`src/hdl/lpre_pkg.sv`:
```
// Shared types and constants for the length-prefixed record extractor.
// No dependencies; imported by every module of the block.
package lpre_pkg;

   localparam int unsigned BYTE_W   = 8;
   localparam int unsigned HDR_W    = 16;
   localparam int unsigned CNT_W    = 16;
   localparam int unsigned CSR_IDX_W = 2;
   localparam int unsigned CSR_DAT_W = 16;

   // Register indexes on the configuration port
   localparam logic [CSR_IDX_W-1:0] CSR_HEADER_SKIP = 2'd0;
   localparam logic [CSR_IDX_W-1:0] CSR_PREFIX_SKIP = 2'd1;
   localparam logic [CSR_IDX_W-1:0] CSR_SUFFIX_SKIP = 2'd2;

   // Smallest legal record length: the first byte plus the two length bytes
   localparam logic [CNT_W-1:0] MIN_REC_LEN = 16'd3;

   typedef enum logic [2:0] {
      PH_HEADER = 3'd0,
      PH_PREFIX = 3'd1,
      PH_REC0   = 3'd2,
      PH_REC1   = 3'd3,
      PH_REC2   = 3'd4,
      PH_BODY   = 3'd5,
      PH_SUFFIX = 3'd6
   } phase_type;

   typedef struct packed {
      logic [HDR_W-1:0]  header_skip;
      logic [BYTE_W-1:0] prefix_skip;
      logic [BYTE_W-1:0] suffix_skip;
   } cfg_type;

   typedef struct packed {
      logic [BYTE_W-1:0] out_byte;
      logic              record_end;
      logic              short_length;
   } result_type;

endpackage

```
`src/hdl/lpre_deframe.sv`:
```
// Deframing state machine: skip counters, length capture and record tracking.
// Depends on lpre_pkg for the phase enum, configuration and result structs.
module lpre_deframe import lpre_pkg::*; (
   input  logic              clock,
   input  logic              reset,
   input  logic              advance,
   input  logic [BYTE_W-1:0] in_byte,
   input  logic              in_end,
   input  cfg_type           cfg,
   output logic              emit,
   output result_type        result
);

   phase_type         phase_ff, phase_in;
   logic [CNT_W-1:0]  skip_count_ff, skip_count_in;
   logic [CNT_W-1:0]  record_left_ff, record_left_in;
   logic [BYTE_W-1:0] length_high_ff, length_high_in;
   logic              short_seen_ff, short_seen_in;

   always_ff @(posedge clock) begin
      if (reset) begin
         phase_ff       <= PH_HEADER;
         skip_count_ff  <= '0;
         record_left_ff <= '0;
         length_high_ff <= '0;
         short_seen_ff  <= 1'b0;
      end else begin
         phase_ff       <= phase_in;
         skip_count_ff  <= skip_count_in;
         record_left_ff <= record_left_in;
         length_high_ff <= length_high_in;
         short_seen_ff  <= short_seen_in;
      end
   end

   always_comb begin
      phase_type         ph;
      logic [CNT_W-1:0]  cnt;
      logic [CNT_W-1:0]  rl;
      logic [CNT_W-1:0]  len;
      logic [BYTE_W-1:0] lh;
      logic              ss;
      logic              done;
      logic              rec_end;

      ph      = phase_ff;
      cnt     = skip_count_ff;
      rl      = record_left_ff;
      lh      = length_high_ff;
      ss      = short_seen_ff;
      len     = '0;
      done    = 1'b0;
      rec_end = 1'b0;
      emit    = 1'b0;

      // Header and suffix skips fall through to the prefix skip when exhausted
      case (ph)
         PH_SUFFIX: begin
            if (cnt < {8'd0, cfg.suffix_skip}) begin
               cnt  = cnt + 16'd1;
               done = 1'b1;
            end else begin
               ph  = PH_PREFIX;
               cnt = '0;
            end
         end
         PH_PREFIX, PH_REC0, PH_REC1, PH_REC2, PH_BODY: begin
         end
         default: begin
            ph = PH_HEADER;
            if (cnt < cfg.header_skip) begin
               cnt  = cnt + 16'd1;
               done = 1'b1;
            end else begin
               ph  = PH_PREFIX;
               cnt = '0;
            end
         end
      endcase

      if (!done && ph == PH_PREFIX) begin
         if (cnt < {8'd0, cfg.prefix_skip}) begin
            cnt  = cnt + 16'd1;
            done = 1'b1;
         end else begin
            ph = PH_REC0;
         end
      end

      if (!done) begin
         case (ph)
            PH_REC0: begin
               emit = 1'b1;
               ss   = 1'b0;
               ph   = PH_REC1;
            end
            PH_REC1: begin
               emit = 1'b1;
               lh   = in_byte;
               ph   = PH_REC2;
            end
            PH_REC2: begin
               emit = 1'b1;
               len  = {lh, in_byte};
               // force a short length to the minimum so the record ends here
               if (len < MIN_REC_LEN) begin
                  len = MIN_REC_LEN;
                  ss  = 1'b1;
               end
               rl = len - MIN_REC_LEN;
               if (rl == '0) begin
                  rec_end = 1'b1;
                  ph      = PH_SUFFIX;
                  cnt     = '0;
               end else begin
                  ph = PH_BODY;
               end
            end
            PH_BODY: begin
               emit = 1'b1;
               rl   = rl - 16'd1;
               if (rl == '0) begin
                  rec_end = 1'b1;
                  ph      = PH_SUFFIX;
                  cnt     = '0;
               end
            end
            default: begin
            end
         endcase
      end

      result.out_byte     = in_byte;
      result.record_end   = rec_end;
      result.short_length = ss;

      // Stream end: back to header skip after this beat
      if (in_end) begin
         ph  = PH_HEADER;
         cnt = '0;
         rl  = '0;
         lh  = '0;
         ss  = 1'b0;
      end

      if (advance) begin
         phase_in       = ph;
         skip_count_in  = cnt;
         record_left_in = rl;
         length_high_in = lh;
         short_seen_in  = ss;
      end else begin
         phase_in       = phase_ff;
         skip_count_in  = skip_count_ff;
         record_left_in = record_left_ff;
         length_high_in = length_high_ff;
         short_seen_in  = short_seen_ff;
      end
   end

endmodule

```
`src/hdl/lpre_out_reg.sv`:
```
// Result register of the record extractor: holds one result beat under stall.
// Depends on lpre_pkg for the result struct.
module lpre_out_reg import lpre_pkg::*; (
   input  logic       clock,
   input  logic       reset,
   input  logic       load,
   input  result_type load_data,
   input  logic       rsp_stall,
   output logic       free,
   output logic       rsp_valid,
   output result_type rsp_data
);

   logic       valid_ff, valid_in;
   result_type data_ff;

   assign free = !valid_ff || !rsp_stall;

   always_comb begin
      if (load) begin
         valid_in = 1'b1;
      end else if (!rsp_stall) begin
         valid_in = 1'b0;
      end else begin
         valid_in = valid_ff;
      end
   end

   always_ff @(posedge clock) begin
      if (reset) begin
         valid_ff <= 1'b0;
      end else begin
         valid_ff <= valid_in;
      end
   end

   always_ff @(posedge clock) begin
      if (load) begin
         data_ff <= load_data;
      end
   end

   assign rsp_valid = valid_ff;
   assign rsp_data  = data_ff;

endmodule

```
`src/hdl/length_prefixed_record_extractor_core.sv`:
```
// Length-prefixed record extractor, top level.
// Depends on lpre_pkg, lpre_deframe and lpre_out_reg.
//
// Usage:
//   req_* carries the raw byte stream, one byte per beat; req_stream_end
//   marks the final byte of a stream and returns the block to header skip.
//   rsp_* carries the record bytes, with rsp_record_end on the last byte of
//   each record and rsp_short_length on a record whose length was forced to 3.
//   Both channels move a beat when valid is high and stall is low.
//   csr_* writes header_skip (index 0), prefix_skip (1) and suffix_skip (2);
//   write only while no beat is in flight.
// Timing:
//   A byte is registered in the input register on accept and decoded by the
//   phase logic; a byte that yields a result is loaded into the result
//   register once that register is free, and the result is then valid on
//   rsp_*. One byte per cycle is taken continuously while the receiver
//   keeps up; the input register and the result register each hold one beat.
// Reset and stall:
//   Reset clears the configuration and deframing registers to zero, the
//   phase to header skip and both pipeline stages to empty. A stalled result
//   holds; a byte that would produce a result waits in the input register,
//   and req_stall rises only while it waits.
module length_prefixed_record_extractor_core import lpre_pkg::*; (
   input  logic                 clock,
   input  logic                 reset,
   input  logic                 req_valid,
   output logic                 req_stall,
   input  logic [BYTE_W-1:0]    req_in_byte,
   input  logic                 req_stream_end,
   output logic                 rsp_valid,
   input  logic                 rsp_stall,
   output logic [BYTE_W-1:0]    rsp_out_byte,
   output logic                 rsp_record_end,
   output logic                 rsp_short_length,
   input  logic                 csr_wr_en,
   input  logic [CSR_IDX_W-1:0] csr_index,
   input  logic [CSR_DAT_W-1:0] csr_wdata
);

   cfg_type           cfg_ff;
   logic              s1_valid_ff, s1_valid_in;
   logic [BYTE_W-1:0] s1_byte_ff;
   logic              s1_end_ff;
   logic              s1_adv;
   logic              req_take;
   logic              emit;
   logic              out_free;
   result_type        result;
   result_type        rsp_data;

   always_ff @(posedge clock) begin
      if (reset) begin
         cfg_ff <= '0;
      end else if (csr_wr_en) begin
         case (csr_index)
            CSR_HEADER_SKIP: cfg_ff.header_skip <= csr_wdata;
            CSR_PREFIX_SKIP: cfg_ff.prefix_skip <= csr_wdata[BYTE_W-1:0];
            CSR_SUFFIX_SKIP: cfg_ff.suffix_skip <= csr_wdata[BYTE_W-1:0];
            default: begin
            end
         endcase
      end
   end

   // A beat that yields no result always advances; one that does needs a free slot
   assign s1_adv    = s1_valid_ff && (!emit || out_free);
   assign req_stall = s1_valid_ff && !s1_adv;
   assign req_take  = req_valid && !req_stall;

   always_comb begin
      if (req_take) begin
         s1_valid_in = 1'b1;
      end else if (s1_adv) begin
         s1_valid_in = 1'b0;
      end else begin
         s1_valid_in = s1_valid_ff;
      end
   end

   always_ff @(posedge clock) begin
      if (reset) begin
         s1_valid_ff <= 1'b0;
      end else begin
         s1_valid_ff <= s1_valid_in;
      end
   end

   always_ff @(posedge clock) begin
      if (req_take) begin
         s1_byte_ff <= req_in_byte;
         s1_end_ff  <= req_stream_end;
      end
   end

   lpre_deframe u_deframe (
      .clock   (clock),
      .reset   (reset),
      .advance (s1_adv),
      .in_byte (s1_byte_ff),
      .in_end  (s1_end_ff),
      .cfg     (cfg_ff),
      .emit    (emit),
      .result  (result)
   );

   lpre_out_reg u_out_reg (
      .clock     (clock),
      .reset     (reset),
      .load      (s1_adv && emit),
      .load_data (result),
      .rsp_stall (rsp_stall),
      .free      (out_free),
      .rsp_valid (rsp_valid),
      .rsp_data  (rsp_data)
   );

   assign rsp_out_byte     = rsp_data.out_byte;
   assign rsp_record_end   = rsp_data.record_end;
   assign rsp_short_length = rsp_data.short_length;

   // A forced length always closes the record on the same beat
   a_short_ends_record: assert property (@(posedge clock) disable iff (reset)
      rsp_valid |-> (!rsp_short_length || rsp_record_end))
      else $error("short_length without record_end");

   // A waiting input beat keeps its byte until it advances
   a_s1_hold: assert property (@(posedge clock) disable iff (reset)
      (s1_valid_ff && !s1_adv) |=> (s1_valid_ff && $stable(s1_byte_ff)
                                   && $stable(s1_end_ff)))
      else $error("input stage lost a waiting beat");

   // An emitted beat shows up in the result register
   a_emit_lands: assert property (@(posedge clock) disable iff (reset)
      (s1_adv && emit) |=> rsp_valid)
      else $error("emitted beat did not reach the result register");

   // Request stall only while an emitting input beat meets a stalled result
   a_stall_needs_beat: assert property (@(posedge clock) disable iff (reset)
      req_stall |-> (s1_valid_ff && emit && rsp_valid && rsp_stall))
      else $error("request stalled without a blocked beat");

endmodule
```
`config.mk`:
```
export PLATFORM = sky130hd
export DESIGN_NAME = length_prefixed_record_extractor_core
export DESIGN_NICKNAME = d
export VERILOG_FILES = /design/src/hdl/lpre_pkg.sv /design/src/hdl/lpre_deframe.sv /design/src/hdl/lpre_out_reg.sv /design/src/hdl/length_prefixed_record_extractor_core.sv
export SDC_FILE = /design/constraint.sdc
export NUM_CORES = 1
export LEC_CHECK = 0
export BUFFER_PORTS_ARGS = -buffer_cell sky130_fd_sc_hd__buf_2
export CORE_MARGIN = 4
export CORE_UTILIZATION = 30
export DETAILED_ROUTE_END_ITERATION = 16
export SETUP_SLACK_MARGIN = 0.5
export SLEW_MARGIN = 40
export SYNTH_ARGS = -nofsm -noshare
export SYNTH_HDL_FRONTEND = slang
export SYNTH_HIERARCHICAL = 1
export SYNTH_SLANG_ARGS = --single-unit
```
`constraint.sdc`:
```
create_clock -name clock -period 14.3 [get_ports clock]
set_input_delay 2.86 -clock clock [delete_from_list [all_inputs] [get_ports clock]]
set_output_delay 2.86 -clock clock [all_outputs]
set_load 0.1 [all_outputs]
```
Yosys cells after proc, flatten, opt, wreduce, memory -nomap -nowiden
Cells that the tools add are included.
{"block": "totals", "in_bits": 32, "ff_bits": 97, "wordCells": 111, "output_inout_bits": 12}
{"block": "classes", "order_cmp": 4, "add_sub_neg": 4, "mux": 47, "reduce_logical": 26, "n_eq_ne": 15}
{"cell": "two-way mux 16 bit", "count": 13}
{"cell": "one-hot mux 16 bit (2 select lines)", "count": 3}
{"cell": "adder 16 x 1 -> 16 bit, second input constant", "count": 2}
{"cell": "logical NOT 16 bit", "count": 2}
{"cell": "less-than comparator 16 x 8 -> 1 bit", "count": 2}
{"cell": "two-way mux 8 bit", "count": 3}
{"cell": "two-way mux 3 bit", "count": 6}
{"cell": "less-than comparator 16 bit", "count": 1}
{"cell": "less-than comparator 16 x 2 -> 1 bit, second input constant", "count": 1}
{"cell": "two-way mux 1 bit", "count": 16}
{"cell": "subtractor 16 x 1 -> 16 bit, second input constant", "count": 1}
{"cell": "subtractor 16 x 2 -> 16 bit, second input constant", "count": 1}
{"cell": "equality test 3 bit, second input constant", "count": 5}
{"cell": "equality test 3 x 2 -> 1 bit, second input constant", "count": 4}
{"cell": "one-hot mux 3 bit (4 select lines)", "count": 1}
{"cell": "equality test 3 x 1 -> 1 bit, second input constant", "count": 2}
{"cell": "logical NOT 1 bit", "count": 6}
{"cell": "one-hot mux 1 bit (2 select lines)", "count": 3}
{"cell": "one-hot mux 3 bit (2 select lines)", "count": 1}
{"cell": "AND reduction 2 bit", "count": 3}
{"cell": "AND reduction 3 bit", "count": 2}
{"cell": "logical AND 1 bit", "count": 5}
{"cell": "OR reduction 5 bit", "count": 1}
{"cell": "nonzero test 2 bit", "count": 2}
{"cell": "other kinds (9)", "count": 10}

Logic depth before layout (Yosys ltp)
{"block": "logic_depth", "ltp_word": 18, "depth_mapped": 23, "ltp_nobuf": 21}

By module
The synthesis kept the hierarchy.
{"mod": "lpre_deframe", "seq_area_each_um2": 880.8, "cells_per_inst": 604, "n_inst": 1, "area_each_um2": 4347.9}
{"mod": "length_prefixed_record_extractor_core", "seq_area_each_um2": 930.9, "cells_per_inst": 144, "n_inst": 1, "area_each_um2": 1675.4}
{"mod": "lpre_out_reg", "seq_area_each_um2": 320.3, "cells_per_inst": 14, "n_inst": 1, "area_each_um2": 332.8}

Least setup slack after synthesis
OpenSTA, ideal clock, no wires.
{"block": "synth_path", "path_type": "reg-to-output", "start": "register u_deframe.skip_count_ff[14]", "end": "output port req_stall", "stages_incl_launch_ff": 18, "n_path_buf": 1, "arrival_ns": 4.024, "path_slack_ns": 7.416, "required_time_ns": 11.440, "cell_sequence": "dfxtp_1 > ha_1 > nand4_1 > nor4_1 > o2bb2ai_1 > o21a_1 > buf_2 > nor3b_1 > a21oi_1 > inv_1 > ha_1 > nand4_1 > or4_1 > nand3_1 > nor3b_2 > nor2_1 > nand3b_1 > inv_1"}
{"block": "synth_between", "elab_chain_len": 15, "elab_cells_between_ends": 32, "cone_classes": "add/sub: 1; order compare: 3; eq/ne: 5; mux: 15; reduce/logical: 8"}
{"element": "from (decl)", "line_no": "lpre_deframe.sv:15", "source": "logic [CNT_W-1:0] skip_count_ff, skip_count_in;"}
{"element": "from (signal assigned)", "line_no": "lpre_deframe.sv:29", "source": "skip_count_ff <= skip_count_in;"}
{"element": "adder 16 x 1 -> 16 bit, or another cell as far along", "line_no": "lpre_deframe.sv:60, lpre_deframe.sv:72"}
{"element": "two-way mux 16 bit, or another cell as far along", "line_no": "lpre_deframe.sv:71", "source": "if (cnt < cfg.header_skip) begin"}
{"element": "one-hot mux 16 bit (2 select lines), or another cell as far along", "line_no": "lpre_deframe.sv:57", "source": "case (ph)"}
{"element": "less-than comparator 16 x 8 -> 1 bit, or another cell as far along", "line_no": "lpre_deframe.sv:82", "source": "if (cnt < {8'd0, cfg.prefix_skip}) begin"}
{"element": "two-way mux 3 bit or logical AND 1 bit (tied branches)", "line_no": "lpre_deframe.sv:82, lpre_deframe.sv:81"}
{"element": "two-way mux 3 bit", "line_no": "lpre_deframe.sv:81", "source": "if (!done && ph == PH_PREFIX) begin"}
{"element": "equality test 3 x 2 -> 1 bit or equality test 3 bit (tied branches)", "line_no": "lpre_deframe.sv:91", "source": "case (ph)"}
{"element": "OR reduction 4 bit (no source line)"}
{"element": "two-way mux 1 bit", "line_no": "lpre_deframe.sv:91"}
{"element": "two-way mux 1 bit *", "line_no": "lpre_deframe.sv:90", "source": "if (!done) begin"}
{"element": "net emit", "line_no": "length_prefixed_record_extractor_core.sv:46", "source": "logic emit;"}
{"element": "logical NOT 1 bit *", "line_no": "length_prefixed_record_extractor_core.sv:66", "source": "assign s1_adv = s1_valid_ff && (!emit || out_free);"}
{"element": "logical OR 1 bit *", "line_no": "length_prefixed_record_extractor_core.sv:66"}
{"element": "logical AND 1 bit *", "line_no": "length_prefixed_record_extractor_core.sv:66"}
{"element": "logical NOT 1 bit *", "line_no": "length_prefixed_record_extractor_core.sv:67", "source": "assign req_stall = s1_valid_ff && !s1_adv;"}
{"element": "logical AND 1 bit *", "line_no": "length_prefixed_record_extractor_core.sv:67"}
{"element": "to (decl)", "line_no": "length_prefixed_record_extractor_core.sv:27", "source": "output logic req_stall,"}
Mark *: on every way through the listed nets, which the timed path passes. The rest lies on a longest branch.

Final worst setup path
{"block": "layout_path", "start": "register u_deframe.skip_count_ff[12]", "end": "output port req_stall"}
Same word-level chain as after synthesis.

==> impl_table.tex <==
\begin{tabular}{lr}
\hline
Metric & Value \\
\hline
\multicolumn{2}{l}{\textbf{Synthesis}} \\
Primary FF master, synth & sky130\_fd\_sc\_hd\_\_dfxtp\_1 \\
Fraction of registers with async set/reset & 0 \\
Net count after synthesis & 828 \\
Share of the synthesized area in the top cell type & 0.246 \\
Synth area leader & sky130\_fd\_sc\_hd\_\_dfxtp\_1 \\
Dominant cells by area after synthesis & sky130\_fd\_sc\_hd\_\_dfxtp\_1 (25\%), sky130\_fd\_sc\_hd\_\_edfxtp\_1 (9.0\%), sky130\_fd\_sc\_hd\_\_ha\_1 (6.7\%), sky130\_fd\_sc\_hd\_\_mux2i\_1 (5.4\%), sky130\_fd\_sc\_hd\_\_nand2b\_1 (5.2\%) \\
Count of synthesis-stage warnings from yosys & 6 \\
Number of register bits inferred by synthesis & 97 \\
Share of the yosys chip area belonging to registers & 0.335 \\
Average cell area after synthesis & 8.34 sq um \\
Number of enable flip-flop cells after synthesis & 19 \\
Netlist area before placement & 6360 sq um \\
Synth top cells by count & sky130\_fd\_sc\_hd\_\_dfxtp\_1 (78), sky130\_fd\_sc\_hd\_\_nand2\_1 (71), sky130\_fd\_sc\_hd\_\_nor2\_1 (61), sky130\_fd\_sc\_hd\_\_nand2b\_1 (53), sky130\_fd\_sc\_hd\_\_inv\_1 (44) \\
Distinct cell type count of the synthesized netlist & 74 \\
Top-count cell post-synth & sky130\_fd\_sc\_hd\_\_dfxtp\_1 \\
Number of instances in the synthesized netlist & 762 \\
\multicolumn{2}{l}{\textbf{Clock network}} \\
Sink count of the clock tree & 97 \\
Number of H-tree levels & 3 \\
Setup repair bufs after CTS & 0 \\
Clock transition at path regs & 0.07 ns \\
Inserted Clock Buffers & 9 \\
Number of buffers on the longest clock path & 2 \\
Root Buffer Master & sky130\_fd\_sc\_hd\_\_clkbuf\_16 \\
Resize count post-CTS & 0 \\
Clock tree from TritonCTS & built \\
Number of buffers inserted for hold repair after clock tree synthesis & 0 \\
Skew-Pair Late Insertion Delay & 0.36 ns \\
\multicolumn{2}{l}{\textbf{Power}} \\
Tot Pwr & 0.000637 W \\
Power per cell area & 91.3 nW/um\^{}2 \\
Standby leakage power & 2.70 nW \\
Worst voltage drop across the vdd grid & 0.0000598 V \\
\multicolumn{2}{l}{\textbf{Detailed routing}} \\
Routed Antenna Nets & 0 \\
Starting DRT DRC Count & 340 \\
DR vias/cell & 5.16 \\
Total number of vias & 5,399 \\
Number of search-and-repair iterations in the first detailed-routing pass & 5 \\
Remaining design rule violation count & 0 \\
Post-detailed-routing wire length & 15.6 mm \\
WL/cell & 14.9 um \\
\multicolumn{2}{l}{\textbf{Finish}} \\
Final non-filler cell area & 6980 sq um \\
Share of final-layout standard cells stronger than drive strength 1 & 0.121 \\
Register area & 2130 sq um \\
Layout overhead on the synthesized area & 9.78\% \\
Fill count & 2,200 \\
Net count of the finished layout & 837 \\
Multi-input gate area in the final layout & 3810 sq um \\
Antenna fix cells & 0 \\
\multicolumn{2}{l}{\textbf{STA}} \\
Max-slew headroom & 0.474 \\
Final hold violation count & 0 \\
Final count of negative-setup-slack endpoints & 0 \\
TNS Setup & 0 ns \\
Part of the cycle the worst path needs & 0.557 \\
Least setup slack across all paths after layout & 6.34 ns \\
Highest clock frequency the design can meet & 126 MHz \\
RSZ-0062 raised after global routing & no \\
Slew Viols, Final & 0 \\
Crit path time final & 7.96 ns \\
Tightest Pin Transition & 0.789 ns \\
Setup skew after layout & 0.0138 ns \\
\multicolumn{2}{l}{\textbf{Floorplanning}} \\
Initial Util & 0.309 \\
Top-Level Pins & 44 \\
Std-Cell Rows & 52 \\
Width of the die & 154 um \\
Core region area & 20,600 sq um \\
Die ar. & 23,600 sq um \\
DIE HEIGHT & 154 um \\
\multicolumn{2}{l}{\textbf{Critical path}} \\
CP startpoint kind & register \\
Reg2Reg Launch Point & u\_deframe/skip\_count\_ff[12] \\
Worst EP arrival & 5.10 ns \\
Launch point of the worst path & u\_deframe/skip\_count\_ff[12] \\
Start-to-end type of the worst setup path & reg -> out \\
R2R setup slack & 8.36 ns \\
Worst-path fanout max & 16 \\
Worst Setup End Kind & output pin \\
Data required, critical path & 11.44 ns \\
\multicolumn{2}{l}{\textbf{Run status}} \\
Result of the run & finished clean \\
\multicolumn{2}{l}{\textbf{GRT}} \\
Number of global-route vias before repair & 5,040 \\
GR Layer Usage met2 & 0.217 \\
Number of antenna violations at the first check in global routing & 0 \\
Pin count of the biggest net entering global routing & 71 \\
First-pass GRT wire length & 25.9 mm \\
Total track usage & 0.132 \\
Routing usage on met1 & 0.180 \\
Gr busiest metal & met2 \\
Congestion Overflow GR & 0 \\
Global Route met3 Usage & 0.0188 \\
\multicolumn{2}{l}{\textbf{Place}} \\
Weighted congestion reported at the end of routability-driven placement & 0.876 \\
Hpwl dp & 11.4 mm \\
DP Area & 6700 sq um \\
Post-place setup slack & 6.74 ns \\
IO buf count & 43 \\
\multicolumn{2}{l}{\textbf{Run}} \\
Number of max-cap violations & 0 \\
\multicolumn{2}{l}{\textbf{Min path}} \\
Type of the tightest min-delay check & reg -> reg \\
Startpoint of the lowest-slack hold path & cfg\_ff[31] \\
\hline
\end{tabular}
## cell type report
class | instances | share of cell area
multi-input cells | 572 | 0.547
flip-flops and latches | 97 | 0.306
well taps | 270 | 0.0484
repair buffers | 47 | 0.0351
clock buffers | 10 | 0.0328
inverters | 44 | 0.0237
clock inverters | 6 | 0.00771
## worst paths after layout
| kind | endpoint | depth (start not counted) |
|---|---|---|
| setup / recovery | req_stall | 18 |
| hold / removal | cfg_ff[31] | 2 |
| setup reg to reg | u_deframe/record_left_ff[0] | 22 |
| hold reg to reg | cfg_ff[31] | 2 |
## worst max-delay path, stage by stage, from the launching register on
cell,delay [ns]
sky130_fd_sc_hd__dfxtp_1,0.43
sky130_fd_sc_hd__ha_1,0.33
sky130_fd_sc_hd__nand4_1,0.17
sky130_fd_sc_hd__nor4_1,0.32
sky130_fd_sc_hd__o2bb2ai_1,0.26
sky130_fd_sc_hd__o21a_1,0.57
sky130_fd_sc_hd__nor3b_2,0.13
sky130_fd_sc_hd__nor2_1,0.19
sky130_fd_sc_hd__inv_1,0.08
sky130_fd_sc_hd__ha_1,0.19
sky130_fd_sc_hd__or3_1,0.33
sky130_fd_sc_hd__a311oi_1,0.28
sky130_fd_sc_hd__or4_1,0.20
sky130_fd_sc_hd__nand3_1,0.13
sky130_fd_sc_hd__nor3b_2,0.51
sky130_fd_sc_hd__nor2_1,0.14
sky130_fd_sc_hd__nand3b_1,0.16
sky130_fd_sc_hd__inv_1,0.05
sky130_fd_sc_hd__buf_2,0.28
## report_power, final
group          leakage, nW  total [W]  switching, W  internal, W
logic                 1.75   0.000103     0.0000689    0.0000342
registers            0.813   0.000295    0.00000780     0.000287
clock network        0.136   0.000239      0.000117     0.000122
total                 2.70   0.000637      0.000194     0.000443
## flip-flops by register name, summed over array words and instances, names as in the netlist
name and flops:
u_deframe/phase_ff 3, s1_valid_ff 1, u_deframe/length_high_ff 8, u_deframe/short_seen_ff 1, u_deframe/skip_count_ff 16, u_out_reg/rsp_data 10, u_out_reg/rsp_valid 1, s1_end_ff 1
s1_byte_ff 8, cfg_ff 32, u_deframe/record_left_ff 16
## per-stage QoR
stage / std cells / util / hold slack (ns)
after floorplan: 762 / - / 0.448
after global placement: 1030 / 0.325 / 0.462
after detailed placement: 1030 / 0.326 / 0.466
after CTS: 1046 / 0.339 / 0.475
after global routing: 1046 / 0.339 / 0.499
final: 1046 / 0.339 / 0.472
## cell usage in the layout (no fill, tap or decap), types with 7 or more instances in the layout
cell                        Yosys  final
sky130_fd_sc_hd__buf_2         12     43
sky130_fd_sc_hd__inv_1         44     44
sky130_fd_sc_hd__o21ai_0       38     38
sky130_fd_sc_hd__edfxtp_1      19     19
sky130_fd_sc_hd__or4_1          7      7
sky130_fd_sc_hd__nor2_1        61     59
sky130_fd_sc_hd__xor2_1        14     14
sky130_fd_sc_hd__nand2_1       71     71
sky130_fd_sc_hd__nor4_1        12     12
sky130_fd_sc_hd__a22oi_1       13     13
sky130_fd_sc_hd__mux2i_1       34     34
sky130_fd_sc_hd__clkbuf_16      0      9
sky130_fd_sc_hd__nor3_1        23     23
sky130_fd_sc_hd__ha_1          34     34
sky130_fd_sc_hd__a21oi_1       37     37
sky130_fd_sc_hd__or2_2          7      7
sky130_fd_sc_hd__nand3_1       26     26
sky130_fd_sc_hd__dfxtp_1       78     78
sky130_fd_sc_hd__nand2b_1      53     53
sky130_fd_sc_hd__o211ai_1       8      8
sky130_fd_sc_hd__xnor2_1       11     11
sky130_fd_sc_hd__nand4_1        9      9
## layer usage
layer | part of all wire | routed length, um
met5 | 0 | 0
met4 | 0.012 | 192
met3 | 0.030 | 473
met2 | 0.47 | 7320
met1 | 0.49 | 7640
## cells by family (layout without fill, tap and decap cells)
group                    Yosys count  count (layout)  synth area share
buffers and inverters             93             107            0.0652
XOR/XNOR                          25              25            0.0344
flip-flops                        97              97             0.335
multiplexers                      35              35            0.0553
adder cells (fa/ha/maj)           34              34            0.0669
AO/OA/AOI/OAI                    157             157             0.172
AND/OR/NAND/NOR                  321             321             0.271
No activity file was read; power rests on OpenSTA's default activity.
